<file path="config.mk">
export PLATFORM = sky130hd
export DESIGN_NAME = heq_map
export DESIGN_NICKNAME = d
export VERILOG_FILES = /design/src/rtl/heq_pkg.sv /design/src/rtl/heq_map.sv
export SDC_FILE = /design/constraint.sdc
export NUM_CORES = 2
export LEC_CHECK = 0
export ABC_AREA = 1
export BUFFER_PORTS_ARGS = -buffer_cell sky130_fd_sc_hd__buf_2
export CAP_MARGIN = 40
export CORE_UTILIZATION = 50
export CTS_CLUSTER_DIAMETER = 200
export DETAILED_ROUTE_END_ITERATION = 8
export GPL_TIMING_DRIVEN = 1
export PLACE_DENSITY_LB_ADDON = 0.05
export SYNTH_ARGS = -nofsm -noshare
export SYNTH_HDL_FRONTEND = slang
export SYNTH_SLANG_ARGS = --single-unit
</file>
<file path="constraint.sdc">
create_clock -name clk -period 2.6 [get_ports clk]
set_input_delay 0.26 -clock clk [delete_from_list [all_inputs] [get_ports clk]]
set_output_delay 0.26 -clock clk [all_outputs]
set_load 0.02 [all_outputs]
</file>
<file path="src/rtl/heq_pkg.sv">
// Shared types and constants of the histogram equaliser.
`timescale 1ns / 1ps

package heq_pkg;

  localparam int unsigned PIX_W   = 8;
  localparam int unsigned BINS    = 256;
  localparam int unsigned COUNT_W = 26;
  // 255*cum + total/2 stays below 256*total, so 34 bits hold the numerator
  localparam int unsigned NUM_W   = 34;

  localparam int unsigned MAX_PIXELS = 33554432;
  localparam int unsigned COUNT_CAP  = (2 ** COUNT_W) - 1;
  localparam logic [COUNT_W-1:0] COUNT_LIMIT =
    (MAX_PIXELS > COUNT_CAP) ? COUNT_W'(COUNT_CAP) : COUNT_W'(MAX_PIXELS);

  localparam logic OP_COUNT = 1'b0;
  localparam logic OP_REMAP = 1'b1;

  typedef struct packed {
    logic             op;
    logic [PIX_W-1:0] pixel;
    logic             last;
  } heq_req_t;

  typedef struct packed {
    logic [PIX_W-1:0] mapped_pixel;
    logic             last_out;
  } heq_res_t;

  typedef struct packed {
    logic             count;
    logic             clear;
    logic [PIX_W-1:0] addr;
  } heq_hist_ctl_t;

endpackage

</file>
<file path="src/rtl/heq_map.sv">
// Level map memory; entries not yet written read as zero.
`timescale 1ns / 1ps

module heq_map (
  input  logic                      clk,
  input  logic                      rst,
  input  logic                      wr_en,
  input  logic [heq_pkg::PIX_W-1:0] wr_addr,
  input  logic [heq_pkg::PIX_W-1:0] wr_data,
  input  logic [heq_pkg::PIX_W-1:0] rd_addr,
  output logic [heq_pkg::PIX_W-1:0] rd_data
);

  logic [heq_pkg::PIX_W-1:0] mem [heq_pkg::BINS];
  logic [heq_pkg::PIX_W-1:0] rdata;
  logic [heq_pkg::BINS-1:0]  valid;
  logic                      rvalid;

  assign rd_data = rvalid ? rdata : '0;

  always_ff @(posedge clk) begin
    if (wr_en) begin
      mem[wr_addr] <= wr_data;
    end
    rdata <= mem[rd_addr];
  end

  always_ff @(posedge clk) begin
    if (rst) begin
      valid  <= '0;
      rvalid <= 1'b0;
    end else begin
      rvalid <= valid[rd_addr];
      if (wr_en) begin
        valid[wr_addr] <= 1'b1;
      end
    end
  end

endmodule

</file>
==> metrics.md <==
| Metric | Value |
|---|---|
| Status | `complete, no violations` |
| First-pass GRT wire length | `409000 µm` |
| Register area share after synthesis | `71.1%` |
| Die Wd | `436 µm` |
| Initial drt markers | `7332` |
| Routability cong. | `approximately 0.88` |
| Worst-Margin Slew | `0.930 ns` |
| RSZ-0062 raised after global routing | `false` |
| Most common cell in the netlist | `nand2_1` |
| Post-layout nets | `8746` |
| Buffers on Ports | `34` |
| Grt peak-use layer | `met2` |
| Final core area utilization | `slightly below 60%` |
| Die area | `roughly 190000 µm²` |
| DRC | `0` |
| Via/cell ratio | `roughly 5.7` |
| Post-synth ARST share | `0%` |
| Final period utilization | `96.2%` |
| Clk sinks | `2313` |
| Setup crit start kind | `register` |
| Rows | `~160` |
| Avg Cell Area, Syn | `11.2 µm²` |
| Setup-failing EPs final | `0` |
| FF+latch count, synth | `2313` |
| Pins Over Slew Limit | `0` |
| Synth cell types | `22` |
| Top_reg_cell synth | `edfxtp_1` |
| Crit path capture type | `output pin` |
| Largest net degree at the start of global routing | `96` |
| Post-DP HPWL | `173000 µm` |
| PwrDens | `733 nW/µm²` |
| Critical Path RT | `2.34 ns` |
| Synthesized Nets | `8435` |
| GRT met1 Usage | `40.9%` |
| Filler cells | `15.5k` |
| Cell Area, Synth | `94000 µm²` |
| Antenna Violating Nets Remaining | `0` |
| Aggregate global routing overflow | `0` |
| Met2 GRT Util | `between 40% and 50%` |
| Core area | `186000 µm²` |
| H-tree levels | `4` |
| CTS tree | `built` |
| Worst-skew pair later-pin latency | `0.87 ns` |
| Max-slew headroom | `37.8%` |
| Worst EP arrival | `2.24 ns` |
| Worst setup path class | `register to output pin` |
| M3 GR Usage | `4.09%` |
| Drt total wl | `278000 µm` |
| Multi-input logic area | `23300 µm²` |
| Area Growth Syn to Fin | `14.6%` |
| Number of global-route vias before repair | `61.6k` |
| Worst VDD drop | `0.000562 V` |
| Layout cells sized above 1 | `11.1%` |
| Synth cell count leaders | `nand2_1, nand3_1, edfxtp_1, nor2_1, dfxtp_1` |
| Bufs on Longest Clock Path | `3` |
| Worst hold slack | `0.0828 ns` |
| DRT Pass-1 Iters | `7` |
| Hold crit path type | `input port to register` |
| CP max-delay cell | `dfxtp_1` |
| Critical-path cell list | `nand2_1 > inv_1 > buf_2` |
| Final Skew | `0.0188 ns` |
| Yosys warning count | `0` |
| Pre-CTS WS | `-0.0316 ns` |
| Max Cap Viol | `0` |
| Vias | `64.7k` |
| Die H | `436 µm` |
| Synth Instances | `8408` |
| # IOs | `35` |
| Initial antenna violation count | `12` |
| Min Tclk post-route | `2.50 ns` |
| Starting Density | `about half` |
| CTS clk-pin slew, worst paths | `approximately 0.06 ns` |
| Final hold vios | `0` |
| Cell taking the most area after synthesis | `edfxtp_1` |
| Post-route cell area | `roughly 110000 µm²` |
| Pleak | `38.8 nW` |
| Routed WL per cell | `24.3 µm` |
| Top-area cell type share of the netlist area | `65.4%` |
| Clock root buffer master | `clkbuf_16` |
| GR Util All Layers | `28.9%` |
| Placed cell areas | `100000 µm²` |
| CP max FO | `8` |
| EDFF count, synth | `2048` |
| Final worst setup slack | `0.0985 ns` |
| Largest stage delay on the critical path | `0.69 ns` |
| CTS Buf Count | `~230` |
| Fmax | `400 MHz` |
| TNS Setup | `0 ns` |
| Sequential cell area | `roughly 67000 µm²` |
| Top post-synthesis cells by area | `edfxtp_1, nand3_1, nand2_1` |
==> report_power, final <==
group / switching [W] / internal [W]
clock network: 0.0141 / 0.0192
registers: 0.0000413 / 0.0405
logic: 0.00375 / 0.00148
==> cells in the final DEF, fill, tap and decap left out, types with 4 or more instances in the layout <==
cell	instances
inv_6	6
dlygate4sd3_1	10
nor2_1	838
diode_2	4
clkbuf_1	62
buf_4	463
clkinv_1	43
o21a_1	5
dfxtp_1	265
o22ai_1	10
o21ai_0	44
nand2_1	2287
clkbuf_8	25
bufinv_16	17
edfxtp_1	2048
clkinvlp_4	4
buf_8	12
buf_12	135
buf_2	20
nand3_1	2209
clkbuf_16	239
clkinv_2	59
inv_1	87
a21oi_1	26
==> worst paths after layout <==
check	from	end	slack, ns	depth (start not counted)
hold / removal	wr_en	mem[182][1]	0.08	4
hold reg to reg	valid[102]	valid[102]	0.47	2
setup reg to reg	mem[119][3]	rdata[3]	0.57	10
setup / recovery	rvalid	rd_data[6]	0.1	3
==> per-layer routing <==
| metal | part of all wire [%] | wire [µm] |
|---|---|---|
| met3 | 7.1 | 19600 |
| met5 | 0.014 | 40 |
| met1 | 42 | 118000 |
| met2 | 47 | 131000 |
| met4 | 3.4 | 9450 |
==> worst max-delay path: cells and delay by family, from the launching register on <==
kind	cells	cell delay, ns
simple gates	1	0.13
flops	1	0.69
buf+inv	2	0.55
==> sequential cells by signal, summed over array words and instances (netlist names) <==
signal  flops
rvalid      1
mem      2048
rdata       8
valid     256
==> final cells by class <==
class                      count  area share (%)
clock inverter               117           0.957
antenna                        4         0.00929
clock buffer                 326            6.08
tap                         2480            2.88
sequential                  2313            62.0
inverter                     106           0.404
multi-input combinational   5423            21.6
timing repair buffer         641            6.10
==> logic make-up after synthesis <==
| logic type | share of synthesized area [%] |
|---|---|
| AO/OA/AOI/OAI | 0.479 |
| AND/OR/NAND/NOR | 24.3 |
| buffers and inverters | 4.19 |
| flip-flops | 71.1 |
==> through the flow <==
step	std cells	total power, W
after floorplan	8408	0.0440
after CTS	11405	0.0794
after global placement	10949	0.0465
after global routing	11407	0.0812
after detailed placement	10952	0.0465
final	11410	0.0790
==> repair_timing <==
item                      CTS  global route
hold endpoints to repair  436             0
setup buffers               0             0
gates resized for setup     0             0
hold buffers               10             0
Note: power is estimated with default switching activity, not from simulation.
