**src/rtl/heq_pkg.sv**
```systemverilog
// Shared types and constants of the histogram equaliser.
`timescale 1ns / 1ps

package heq_pkg;

  localparam int unsigned PIX_W   = 8;
  localparam int unsigned BINS    = 256;
  localparam int unsigned COUNT_W = 26;
  // 255*cum + total/2 stays below 256*total, so 34 bits hold the numerator
  localparam int unsigned NUM_W   = 34;

  localparam int unsigned MAX_PIXELS = 33554432;
  localparam int unsigned COUNT_CAP  = (2 ** COUNT_W) - 1;
  localparam logic [COUNT_W-1:0] COUNT_LIMIT =
    (MAX_PIXELS > COUNT_CAP) ? COUNT_W'(COUNT_CAP) : COUNT_W'(MAX_PIXELS);

  localparam logic OP_COUNT = 1'b0;
  localparam logic OP_REMAP = 1'b1;

  typedef struct packed {
    logic             op;
    logic [PIX_W-1:0] pixel;
    logic             last;
  } heq_req_t;

  typedef struct packed {
    logic [PIX_W-1:0] mapped_pixel;
    logic             last_out;
  } heq_res_t;

  typedef struct packed {
    logic             count;
    logic             clear;
    logic [PIX_W-1:0] addr;
  } heq_hist_ctl_t;

endpackage

```
**src/rtl/heq_div.sv**
```systemverilog
// Restoring divider giving an 8-bit quotient, one bit per cycle.
`timescale 1ns / 1ps

module heq_div (
  input  logic                        clk,
  input  logic                        rst,
  input  logic                        start,
  input  logic [heq_pkg::NUM_W-1:0]   num,
  input  logic [heq_pkg::COUNT_W-1:0] den,
  output logic                        done,
  output logic [heq_pkg::PIX_W-1:0]   quo
);

  logic [heq_pkg::NUM_W-1:0]   rem;
  logic [heq_pkg::COUNT_W-1:0] den_q;
  logic [2:0]                  k;
  logic                        run;
  logic [heq_pkg::NUM_W-1:0]   dsh;

  assign dsh = heq_pkg::NUM_W'(den_q) << k;

  always_ff @(posedge clk) begin
    if (rst) begin
      run  <= 1'b0;
      done <= 1'b0;
      k    <= '0;
    end else begin
      done <= 1'b0;
      if (start) begin
        run <= 1'b1;
        k   <= 3'd7;
      end else if (run) begin
        if (k == 3'd0) begin
          run  <= 1'b0;
          done <= 1'b1;
        end
        k <= k - 3'd1;
      end
    end
  end

  always_ff @(posedge clk) begin
    if (start) begin
      rem   <= num;
      den_q <= den;
      quo   <= '0;
    end else if (run && (rem >= dsh)) begin
      rem    <= rem - dsh;
      quo[k] <= 1'b1;
    end
  end

endmodule

```
**config.mk**
```make
export PLATFORM = sky130hd
export DESIGN_NAME = heq_div
export DESIGN_NICKNAME = d
export VERILOG_FILES = /design/src/rtl/heq_pkg.sv /design/src/rtl/heq_div.sv
export SDC_FILE = /design/constraint.sdc
export NUM_CORES = 1
export LEC_CHECK = 0
export BUFFER_PORTS_ARGS = -buffer_cell sky130_fd_sc_hd__buf_2
export CAP_MARGIN = 20
export CORE_ASPECT_RATIO = 1.25
export CORE_MARGIN = 2
export CORE_UTILIZATION = 35
export DETAILED_ROUTE_END_ITERATION = 6
export REMOVE_ABC_BUFFERS = 1
export SLEW_MARGIN = 20
export SYNTH_ARGS = -nofsm -noshare
export SYNTH_HDL_FRONTEND = slang
export SYNTH_SLANG_ARGS = --single-unit
```
**constraint.sdc**
```tcl
create_clock -name clk -period 5.6 [get_ports clk]
set_input_delay 0.56 -clock clk [delete_from_list [all_inputs] [get_ports clk]]
set_output_delay 0.56 -clock clk [all_outputs]
set_load 0.02 [all_outputs]
```
==> results of run 1 <==
==> critical path: cells and delay by family (launching register included) <==
kind | cells | cell delay, ps
AO/OA/AOI/OAI | 6 | 1460
multiplexers | 2 | 900
flip-flops | 1 | 890
buffers and inverters | 2 | 670
adder cells (fa/ha/maj) | 1 | 410
AND/OR/NAND/NOR | 1 | 70
==> through the flow <==
stage               cell area, µm²  utilization (%)
floorplan                     5400                -
global placement              6058            39.07
detailed placement            6058            39.07
CTS                           6376            41.12
global route                  6376            41.12
finish                        6376            41.12
==> logic make-up (layout without fill, tap and decap cells) <==
kind of cell | count (synthesis) | after routing | synth area share, %
mux | 46 | 46 | 11.87
xor+xnor | 27 | 27 | 4.280
compound gates | 176 | 176 | 21.08
buf+inv | 49 | 108 | 3.351
flops | 73 | 73 | 37.32
fa+ha+maj | 36 | 36 | 8.288
simple gates | 165 | 165 | 13.81
==> cell usage after synthesis, drive strengths merged (2+ instances only) <==
library cell  count  area [µm²]
nand2            77       289.0
o21a             12       90.09
mux2i            25       250.2
or3               3       18.77
and2              3       18.77
o2bb2ai           6       52.55
a31oi             4       25.02
o21bai            2       15.01
a22oi             2       15.01
dfxtp            13       260.3
and3              2       12.51
o31ai             5       42.54
o21ai            44       220.2
a311oi            5       43.79
ha               35       437.9
inv              14       52.55
clkbuf           27       101.4
nor2b             6       37.54
nor3b             2       15.01
a2111oi           2       36.29
a21o              9       70.07
o22a              2       17.52
o211a             2       20.02
a21oi            48       244.0
nand2b            5       33.78
clkinv            2       7.510
xor2             14       122.6
nor4              4       25.02
o41ai             2       17.52
a211oi            5       37.54
mux4             15       337.8
edfxtp           60        1802
nor2             25       93.84
nor3             11       55.05
o211ai           10       75.07
nand4            10       62.56
buf               6       23.77
a21boi            2       15.01
or2               4       25.02
xnor2            13       113.9
mux2              6       67.56
o32ai             3       26.28
nand3            10       50.05
a221oi            2       17.52
==> worst paths after layout <==
path	to	slack [ps]	cells after the start	from
max reg2reg	rem[4]	890	12	k[0]
max	rem[4]	890	12	k[0]
min reg2reg	quo[2]	460	1	quo[2]
min	den_q[7]	380	1	den[7]
==> routing by layer <==
metal,routed length [µm],up-vias,global-route usage (%)
met5,0,-,0
met4,522,0,8.709
met3,623,33,3.562
met2,7898,124,33.23
met1,6144,2216,21.38
li1,-,2294,-
==> flip-flops by register name (all words and copies together) (netlist names) <==
register	cells
k	3
den_q	26
done	1
run	1
rem	34
quo	8
==> cell type report <==
type	instances	area share, %
clock buffer	12	4.533
multi-input combinational	450	51.41
sequential	73	32.34
tap	212	4.160
clock inverter	4	0.4513
inverter	16	0.9419
timing repair buffer	76	6.162
==> layout by cell type, fill, tap and decap left out, drive strengths merged, types with 3 or more instances in the layout <==
cell     netlist  final
a211oi         5      5
a21o           9      9
a21oi         48     48
a311oi         5      5
a31oi          4      4
and2           3      3
buf            6     76
clkbuf        27     12
clkinv         2      4
dfxtp         13     13
edfxtp        60     60
ha            35     35
inv           14     16
mux2           6      6
mux2i         25     25
mux4          15     15
nand2         77     77
nand2b         5      5
nand3         10     10
nand4         10     10
nor2          25     25
nor2b          6      6
nor3          11     11
nor4           4      4
o211ai        10     10
o21a          12     12
o21ai         44     44
o2bb2ai        6      6
o31ai          5      5
o32ai          3      3
or2            4      4
or3            3      3
xnor2         13     13
xor2          14     14
==> power by group through the flow <==
stage               logic (mW)  registers, mW  clock network (mW)
floorplan                 1.16          0.805                   0
global placement          1.54          0.823                   0
detailed placement        1.53          0.824                   0
CTS                       1.55          0.814               0.620
global route              1.72          0.825               0.638
finish                    1.56          0.812               0.610
==> out/metrics.cfg, run 1 <==
[status]
outcome=complete, no violations

[power_and_ir_drop]
power.total_mw=2.978
peakVddDrop_mv=0.2058
switchingPower_mw=1.244
pwr-share-clk_pct=20.5
p_seq_share_pct=27.3
p_leak_nw=2.489
switching_share_pct=41.78
power_density_mw_per_mm2=467.0
p_int_mw=1.734
power_frac_comb_pct=52.2

[cts]
ctsHoldBuffers=0
cts_setup_buffers=0
cts_resized=0
max-clock-path-buffers=2
cts_buffers=9
cts_root_buf=clkbuf_16
cts_max_level=3
worst_skew_pair.late_latency_ps=350
clock-sinks=73
cts.clk_slew.worst_paths_ps=60
cts_tree=yes

[synthesis]
synth-edff-count=60
synth_cell_types=63
async_flop_share_pct=0
ys.flop_type=edfxtp_1
seq_area_frac_synth_pct=37.32
syn_inst=572
avgSynthCellArea_um2=9.660
syn-cell-area_mm2=0.005525
synth-seq-cells=73
yosysWarnings=0

[die]
row_count=51
die_w_um=116.4
ios=72
coreArea_mm2=0.01551
dieArea_mm2=0.01681
start_util_pct=35.63
die_h_um=144.5

[hold_path]
hp-class=input pin to flip-flop

[sta]
post-route-min-period_ps=4711
slew_violations=0
hold_viol=0
setup_ws_ps=889.4
whs_ps=380.7
tns_ps=0
setup_viol=0
rsz0062_at_grt=false
worst_slew_pin_slew_ps=873.6
fin_crit_sh_pct=84.12
skew_ps=7.273
slew_headroom_pct=41.68
fmax_ghz=0.2123

[placement]
port_buffers=71
dp_hpwl_mm=11.79
dpl_worst_slack_ps=899.9
place.gp.congestion=0.9495
dp_cells=827

[grt]
grt_overflow=0
grt_pass1_wl_mm=23.94
grt_pass1_vias=4696
grt_max_degree=74
grt_antenna_before_repair=0
grtUsageTotal_pct=18.68

[layout]
final_layout_size_suffix_gt1_share_pct=19.97
fillers=1555
finalNonFillerCells=843
final-seq-area_mm2=0.002062
diodes=0
syn_to_final_growth_pct=15.40
multi_input_area_mm2=0.003278
fin_nets=725

[routing]
vias=4667
drtAntennaViolNets=0
routedWlPerCell_um=18.02
avgViaCountPerCell=5.536
firstDrtPassIters=5
drc=0
wirelength_mm=15.19
drtIter0Drc=238

[setup_path]
criticalPathCategory=flip-flop to flip-flop
cp-end-kind=flip-flop
critPathSlowestCell=dfxtp_1
crit_fanout=34
critPathLaunchType=flip-flop
arrival_ps=4760
cp_cell_sequence=buf_4 > mux4_2 > mux2i_1 > ha_1 > a21o_1 > a21oi_1 > o211ai_1 > a221oi_1 > a21oi_1 > o21ai_0 > nand2_1 > buf_4
worstPathRequired_ps=5650
cp_slowest_stage_delay_ps=890

[flow_run]
max_cap_violations=0

Note: power is estimated with default switching activity, not from simulation.
==> inputs of run 2 (changes only) <==
==> constraint.sdc (replaced) <==
create_clock -name clk -period 4.5 [get_ports clk]
set_input_delay 0.45 -clock clk [delete_from_list [all_inputs] [get_ports clk]]
set_output_delay 0.45 -clock clk [all_outputs]
set_load 0.02 [all_outputs]
==> run 2 against run 1 <==
  * Setup slack got worse by 590 ps
  * Register-to-register slack got worse by 590 ps
  * Clock-buffer cell count did not move
  * Via count is 0.41% higher
  * Total power grew 24%
  * Die area did not move
  * Utilization is 0.19 points higher
  * Combinational power is 26% higher
  * Critical path type unchanged
  * Critical endpoint is now rem[32]
  * Highest routed layer unchanged
==> out/metrics.cfg, run 2 (same netlist as run 1, synthesis figures left out) <==
[cts]
worst_skew_pair.late_latency_ps=350  ; about the same
cts_setup_buffers=0  ; unchanged
ctsHoldBuffers=0  ; unchanged
cts_max_level=3  ; unchanged
clock-sinks=73  ; unchanged
cts_tree=yes  ; unchanged
cts_root_buf=clkbuf_16  ; unchanged
cts.clk_slew.worst_paths_ps=60  ; about the same
max-clock-path-buffers=2  ; unchanged
cts_resized=0  ; unchanged
cts_buffers=9  ; unchanged

[status]
outcome=complete, no violations  ; unchanged

[die]
dieArea_mm2=0.01681  ; unchanged
ios=72  ; unchanged
row_count=51  ; unchanged
die_h_um=144.5  ; unchanged
die_w_um=116.4  ; unchanged
coreArea_mm2=0.01551  ; unchanged
start_util_pct=35.63  ; unchanged

[setup_path]
cp_cell_sequence=mux2_2 > o21ai_0 > mux2_2 > ha_1 > a21oi_1 > o211ai_1 > a41o_2 > a2111oi_4 > nor4_1 > nor4_1 > o31ai_2  ; was buf_4 > mux4_2 > mux2i_1 > ha_1 > a21o_1 > a21oi_1 > o211ai_1 > a221oi_1 > a21oi_1 > o21ai_0 > nand2_1 > buf_4
r2r_end=rem[32]  ; was rem[4]
crit_fanout=16  ; was 34
critPathLaunchType=flip-flop  ; unchanged
worstPathRequired_ps=4580  ; was 5650 ps
critPathSlowestCell=dfxtp_1  ; unchanged
cp-endpoint=rem[32]  ; was rem[4]
cp-end-kind=flip-flop  ; unchanged
startpoint=k[1]  ; was k[0]
ff2ff_path_depth=11  ; was 12
cp_slowest_stage_delay_ps=740  ; was 890 ps
worstReg2RegStart=k[1]  ; was k[0]
arrival_ps=4280  ; was 4760 ps
criticalPathCategory=flip-flop to flip-flop  ; unchanged
ff2ff_setup_slack_ps=300  ; was 890 ps

[sta]
slew_headroom_pct=47.76  ; was 41.68%
fin_crit_sh_pct=93.36  ; was 84.12%
worst_slew_pin_slew_ps=776.9  ; was 873.6 ps
setup_viol=0  ; unchanged
post-route-min-period_ps=4201  ; was 4711 ps
setup_ws_ps=299.0  ; was 889.4 ps
slew_violations=0  ; unchanged
rsz0062_at_grt=false  ; unchanged
tns_ps=0  ; unchanged
hold_viol=0  ; unchanged
skew_ps=7.644  ; was 7.273 ps
fmax_ghz=0.2380  ; was 0.2123 GHz

[grt]
grtUsageTotal_pct=19.35  ; was 18.68%
grt_max_degree=50  ; was 74
grt_pass1_wl_mm=24.69  ; was 23.94 mm
grt_overflow=0  ; unchanged
grt_antenna_before_repair=0  ; unchanged
grt_pass1_vias=4790  ; was 4696

[placement]
dpl_worst_slack_ps=395.9  ; was 899.9 ps
place_area_mm2=0.006113  ; was 0.006058 mm²
place.gp.congestion=0.9314  ; was 0.9495
dp_cells=831  ; was 827
dp_hpwl_mm=12.19  ; was 11.79 mm
port_buffers=71  ; unchanged

[layout]
largest_reg_flops=34  ; unchanged
fin_nets=729  ; was 725
regMostFlops=rem  ; unchanged
top_regs=rem: 34 flops, den_q: 26 flops, quo: 8 flops  ; unchanged
final_common_cell=nand2_1  ; unchanged
layout_common_cells=77 x nand2_1, 71 x buf_2, 60 x edfxtp_1  ; unchanged
final_layout_size_suffix_gt1_share_pct=20.31  ; was 19.97%
fin_area_mm2=0.006406  ; was 0.006376 mm²
syn_to_final_growth_pct=15.94  ; was 15.40%
diodes=0  ; unchanged
finalNonFillerCells=847  ; was 843

[routing]
avgViaCountPerCell=5.532  ; was 5.536
drtIter0Drc=230  ; was 238
routedWlPerCell_um=18.48  ; was 18.02 µm
wirelength_mm=15.66  ; was 15.19 mm
firstDrtPassIters=5  ; unchanged
vias=4686  ; was 4667
drc=0  ; unchanged
drtAntennaViolNets=0  ; unchanged

[power_and_ir_drop]
p_leak_nw=2.506  ; was 2.489 nW
power_density_mw_per_mm2=574.4  ; was 467.0 mW/mm²
peakVddDrop_mv=0.2296  ; was 0.2058 mV

[hold_path]
hp-class=input pin to flip-flop  ; unchanged

[flow_run]
max_cap_violations=0  ; unchanged

[run 2: how the worst min path moves through the flow]
stage / from / endpoint / depth (start not counted)
6_report: den[15] / den_q[15] / 1
4_1_cts: den[7] / den_q[7] / 1
3_3_place_gp: quo[4] / quo[4] / 1
3_5_place_dp: quo[6] / quo[6] / 1
2_1_floorplan: rst / k[0] / 1
5_1_grt: den[7] / den_q[7] / 1
[run 2: layout make-up]
cell class | instances | area [µm²]
Tap cell | 212 | 265.3
Timing Repair Buffer | 80 | 447.9
Sequential cell | 73 | 2062
Inverter | 16 | 60.06
Clock inverter | 4 | 25.02
Clock buffer | 12 | 267.8
Fill cell | 1541 | 9100
Multi-Input combinational cell | 450 | 3278
[run 2: through the flow]
stage	total power, mW	hold WS, ps	utilization, %
global route	3.940	261.3	41.31
CTS	3.695	260.5	41.31
floorplan	2.440	519.1	-
detailed placement	2.959	442.1	39.43
global placement	2.953	446.9	39.43
finish	3.679	272.5	41.31
[run 2: layer usage]
metal  vias up  wire, µm  global-route usage [%]
met5         -         0                       0
met4         0       747                   11.78
met3        39       589                   2.934
met2       129      7930                   33.29
met1      2214      6388                   22.44
li1       2304         -                       -
[run 2: critical path: cells and delay by family, from the launching register on]
| kind | cells | cell delay [ps] |
|---|---|---|
| adder cells (fa/ha/maj) | 1 | 280 |
| flip-flops | 1 | 740 |
| multiplexers | 2 | 690 |
| AND/OR/NAND/NOR | 2 | 540 |
| AO/OA/AOI/OAI | 6 | 1670 |
[run 2: report_power, final]
| part | internal (mW) | total (mW) | leakage, nW | switching, mW |
|---|---|---|---|---|
| logic | 0.787 | 1.96 | 1.65 | 1.18 |
| registers | 0.925 | 1.01 | 0.704 | 0.0823 |
| clock network | 0.421 | 0.709 | 0.148 | 0.288 |
| total | 2.13 | 3.68 | 2.51 | 1.55 |
==> inputs of run 3 (changes only) <==
--- a/config.mk
+++ b/config.mk
@@ -5,7 +5,8 @@
 export SDC_FILE = /design/constraint.sdc
 export NUM_CORES = 1
 export LEC_CHECK = 0
-export BUFFER_PORTS_ARGS = -buffer_cell sky130_fd_sc_hd__buf_2
+export ABC_AREA = 0
+export BUFFER_PORTS_ARGS = -buffer_cell sky130_fd_sc_hd__buf_4
 export CAP_MARGIN = 20
 export CORE_ASPECT_RATIO = 1.25
 export CORE_MARGIN = 2
==> constraint.sdc (replaced) <==
create_clock -name clk -period 4 [get_ports clk]
set_input_delay 0.4 -clock clk [delete_from_list [all_inputs] [get_ports clk]]
set_output_delay 0.4 -clock clk [all_outputs]
set_load 0.02 [all_outputs]
==> run 3 against run 2 <==
  * Total power grew 23%
  * Combinational power increased by 21%
  * Worst hold slack lost 46 ps
  * Flip-flop and latch count is the same
  * Non-clock buffer count increased by 22
  * Design area rose by 6.6%
  * Die area unchanged
==> out/metrics.cfg, run 3 (same netlist as run 1, synthesis figures left out) <==
[status]
outcome=complete, no violations  ; unchanged

[layout]
final_common_cell=buf_4  ; was nand2_1
top_regs=rem: 34 flops, den_q: 26 flops, quo: 8 flops  ; unchanged
diodes=0  ; unchanged
final_layout_size_suffix_gt1_share_pct=23.44  ; was 20.31%
fillers=1529  ; was 1541
largest_reg_flops=34  ; unchanged
finalNonFillerCells=869  ; was 847
syn_to_final_growth_pct=23.64  ; was 15.94%
layout_common_cells=100 x buf_4, 77 x nand2_1, 60 x edfxtp_1  ; was 77 x nand2_1, 71 x buf_2, 60 x edfxtp_1
regMostFlops=rem  ; unchanged
final_util_pct=44.06  ; was 41.31%
fin_nets=751  ; was 729

[power_and_ir_drop]
power_density_mw_per_mm2=665.1  ; was 574.4 mW/mm²
peakVddDrop_mv=0.2447  ; was 0.2296 mV
p_seq_share_pct=25.0  ; was 27.4%
pwr-share-clk_pct=22.6  ; was 19.3%
p_leak_nw=2.690  ; was 2.506 nW
switching_share_pct=39.76  ; was 42.02%
p_int_mw=2.737  ; was 2.133 mW
power_frac_comb_pct=52.4  ; was 53.3%
switchingPower_mw=1.806  ; was 1.546 mW

[placement]
port_buffers=71  ; unchanged
dp_cells=851  ; was 831
place.gp.congestion=0.9225  ; was 0.9314
dp_hpwl_mm=12.66  ; was 12.19 mm

[sta]
setup_viol=0  ; unchanged
post-route-min-period_ps=3711  ; was 4201 ps
skew_ps=11.19  ; was 7.644 ps
hold_viol=0  ; unchanged
fin_crit_sh_pct=92.76  ; was 93.36%
whs_ps=226.9  ; was 272.5 ps
slew_headroom_pct=57.43  ; was 47.76%
fmax_ghz=0.2695  ; was 0.2380 GHz
slew_violations=0  ; unchanged
rsz0062_at_grt=false  ; unchanged
worst_slew_pin_slew_ps=638.6  ; was 776.9 ps

[setup_path]
cp-end-kind=flip-flop  ; unchanged
worstPathRequired_ps=4190  ; was 4580 ps
arrival_ps=3900  ; was 4280 ps
crit_fanout=31  ; was 16
ff2ff_setup_slack_ps=290  ; was 300 ps
criticalPathCategory=flip-flop to flip-flop  ; unchanged
ff2ff_path_depth=13  ; was 11
r2r_end=rem[32]  ; unchanged
worstReg2RegStart=k[0]  ; was k[1]
critPathLaunchType=flip-flop  ; unchanged

[hold_path]
hp-class=input pin to flip-flop  ; unchanged
hold_path_end=den_q[10]  ; was den_q[15]
holdPathStages=1  ; unchanged
worstHoldStart=den[10]  ; was den[15]

[grt]
grt_overflow=0  ; unchanged
grt_antenna_before_repair=0  ; unchanged
grt_max_degree=67  ; was 50
grtUsageTotal_pct=20.13  ; was 19.35%
grt_pass1_vias=4884  ; was 4790
grt_pass1_wl_mm=25.62  ; was 24.69 mm

[cts]
cts_tree=yes  ; unchanged
cts.clk_slew.worst_paths_ps=70  ; was 60 ps
clock-sinks=73  ; unchanged
max-clock-path-buffers=2  ; unchanged
cts_root_buf=clkbuf_16  ; unchanged
ctsHoldBuffers=0  ; unchanged
worst_skew_pair.late_latency_ps=350  ; about the same
cts_max_level=3  ; unchanged
cts_buffers=9  ; unchanged

[die]
die_h_um=144.5  ; unchanged
ios=72  ; unchanged
die_w_um=116.4  ; unchanged
coreArea_mm2=0.01551  ; unchanged
dieArea_mm2=0.01681  ; unchanged
start_util_pct=35.63  ; unchanged
row_count=51  ; unchanged

[routing]
avgViaCountPerCell=5.528  ; was 5.532
drc=0  ; unchanged
firstDrtPassIters=5  ; unchanged
drtIter0Drc=277  ; was 230
vias=4804  ; was 4686
wirelength_mm=16.32  ; was 15.66 mm
drtAntennaViolNets=0  ; unchanged
routedWlPerCell_um=18.78  ; was 18.48 µm

[flow_run]
max_cap_violations=0  ; unchanged

==> run 3: cell count changes in the layout (fill, tap and decap cells not counted), sizes merged <==
cell      delta
buf         +22
clkinvlp     +1
clkbuf       -2
bufinv       +4
clkinv       -3
==> run 3: final cells by class <==
| class | instances | area (µm²) | share of cell area, % |
|---|---|---|---|
| Multi-Input combinational cell | 450 | 3282 | 48.04 |
| Clock buffer | 10 | 229.0 | 3.352 |
| Clock inverter | 6 | 137.6 | 2.015 |
| Timing Repair Buffer | 102 | 790.8 | 11.58 |
| Tap cell | 212 | 265.3 | 3.883 |
| Inverter | 16 | 63.81 | 0.9341 |
| Sequential cell | 73 | 2063 | 30.20 |
==> run 3: power by group through the flow <==
| stage | combinational [mW] | sequential, mW | clock, mW |
|---|---|---|---|
| 2_1_floorplan | 1.62 | 1.13 | 0 |
| 3_3_place_gp | 2.34 | 1.15 | 0 |
| 3_5_place_dp | 2.34 | 1.15 | 0 |
| 4_1_cts | 2.36 | 1.14 | 1.04 |
| 5_1_grt | 2.64 | 1.15 | 1.06 |
| 6_report | 2.38 | 1.14 | 1.02 |
==> run 3: repair_timing <==
item                                    CTS  global route
endpoints found under the hold margin     0             0
endpoints found under the setup margin    0            38
gates resized for setup                   0             3
buffers inserted                          0             2
==> run 3: metrics by stage <==
stage	instance area, µm²	power [mW]	setup TNS (ps)	worst slack [ps]
6_report	6832	4.543	0	289.4
5_1_grt	6832	4.854	0	0.9552
4_1_cts	6808	4.539	0	174.5
3_5_place_dp	6441	3.496	0	188.4
3_3_place_gp	6441	3.493	0	206.0
2_1_floorplan	5400	2.745	-18980	-549.7
==> run 3: routing by layer <==
metal / wire length, µm / GRT usage [%] / part of all wire, % / vias up
met5: 0 / 0 / 0 / -
met4: 579 / 8.835 / 3.5 / 0
met3: 633 / 3.562 / 3.9 / 34
met2: 8419 / 35.47 / 52 / 149
met1: 6690 / 23.75 / 41 / 2280
li1: - / - / - / 2341
==> run 3: worst max path at each step <==
stage / start / cells after the start / end / slack (ps)
2_1_floorplan: k[0] / 12 / rem[0] / -550
3_3_place_gp: k[0] / 13 / rem[32] / 210
3_5_place_dp: k[1] / 11 / rem[24] / 190
4_1_cts: k[1] / 11 / rem[32] / 170
5_1_grt: k[0] / 13 / rem[32] / 1
6_report: k[0] / 13 / rem[32] / 290
==> run 3: worst max-delay path: stages (launching register included) <==
cell	delay [ps]
dfxtp_1	360
buf_12	220
clkinvlp_4	240
nand2_1	140
nand2_1	60
mux2_2	290
ha_1	350
a21oi_1	220
o211ai_1	140
a41o_2	370
a2111oi_4	470
nor4_1	150
o31a_1	310
o31ai_2	220
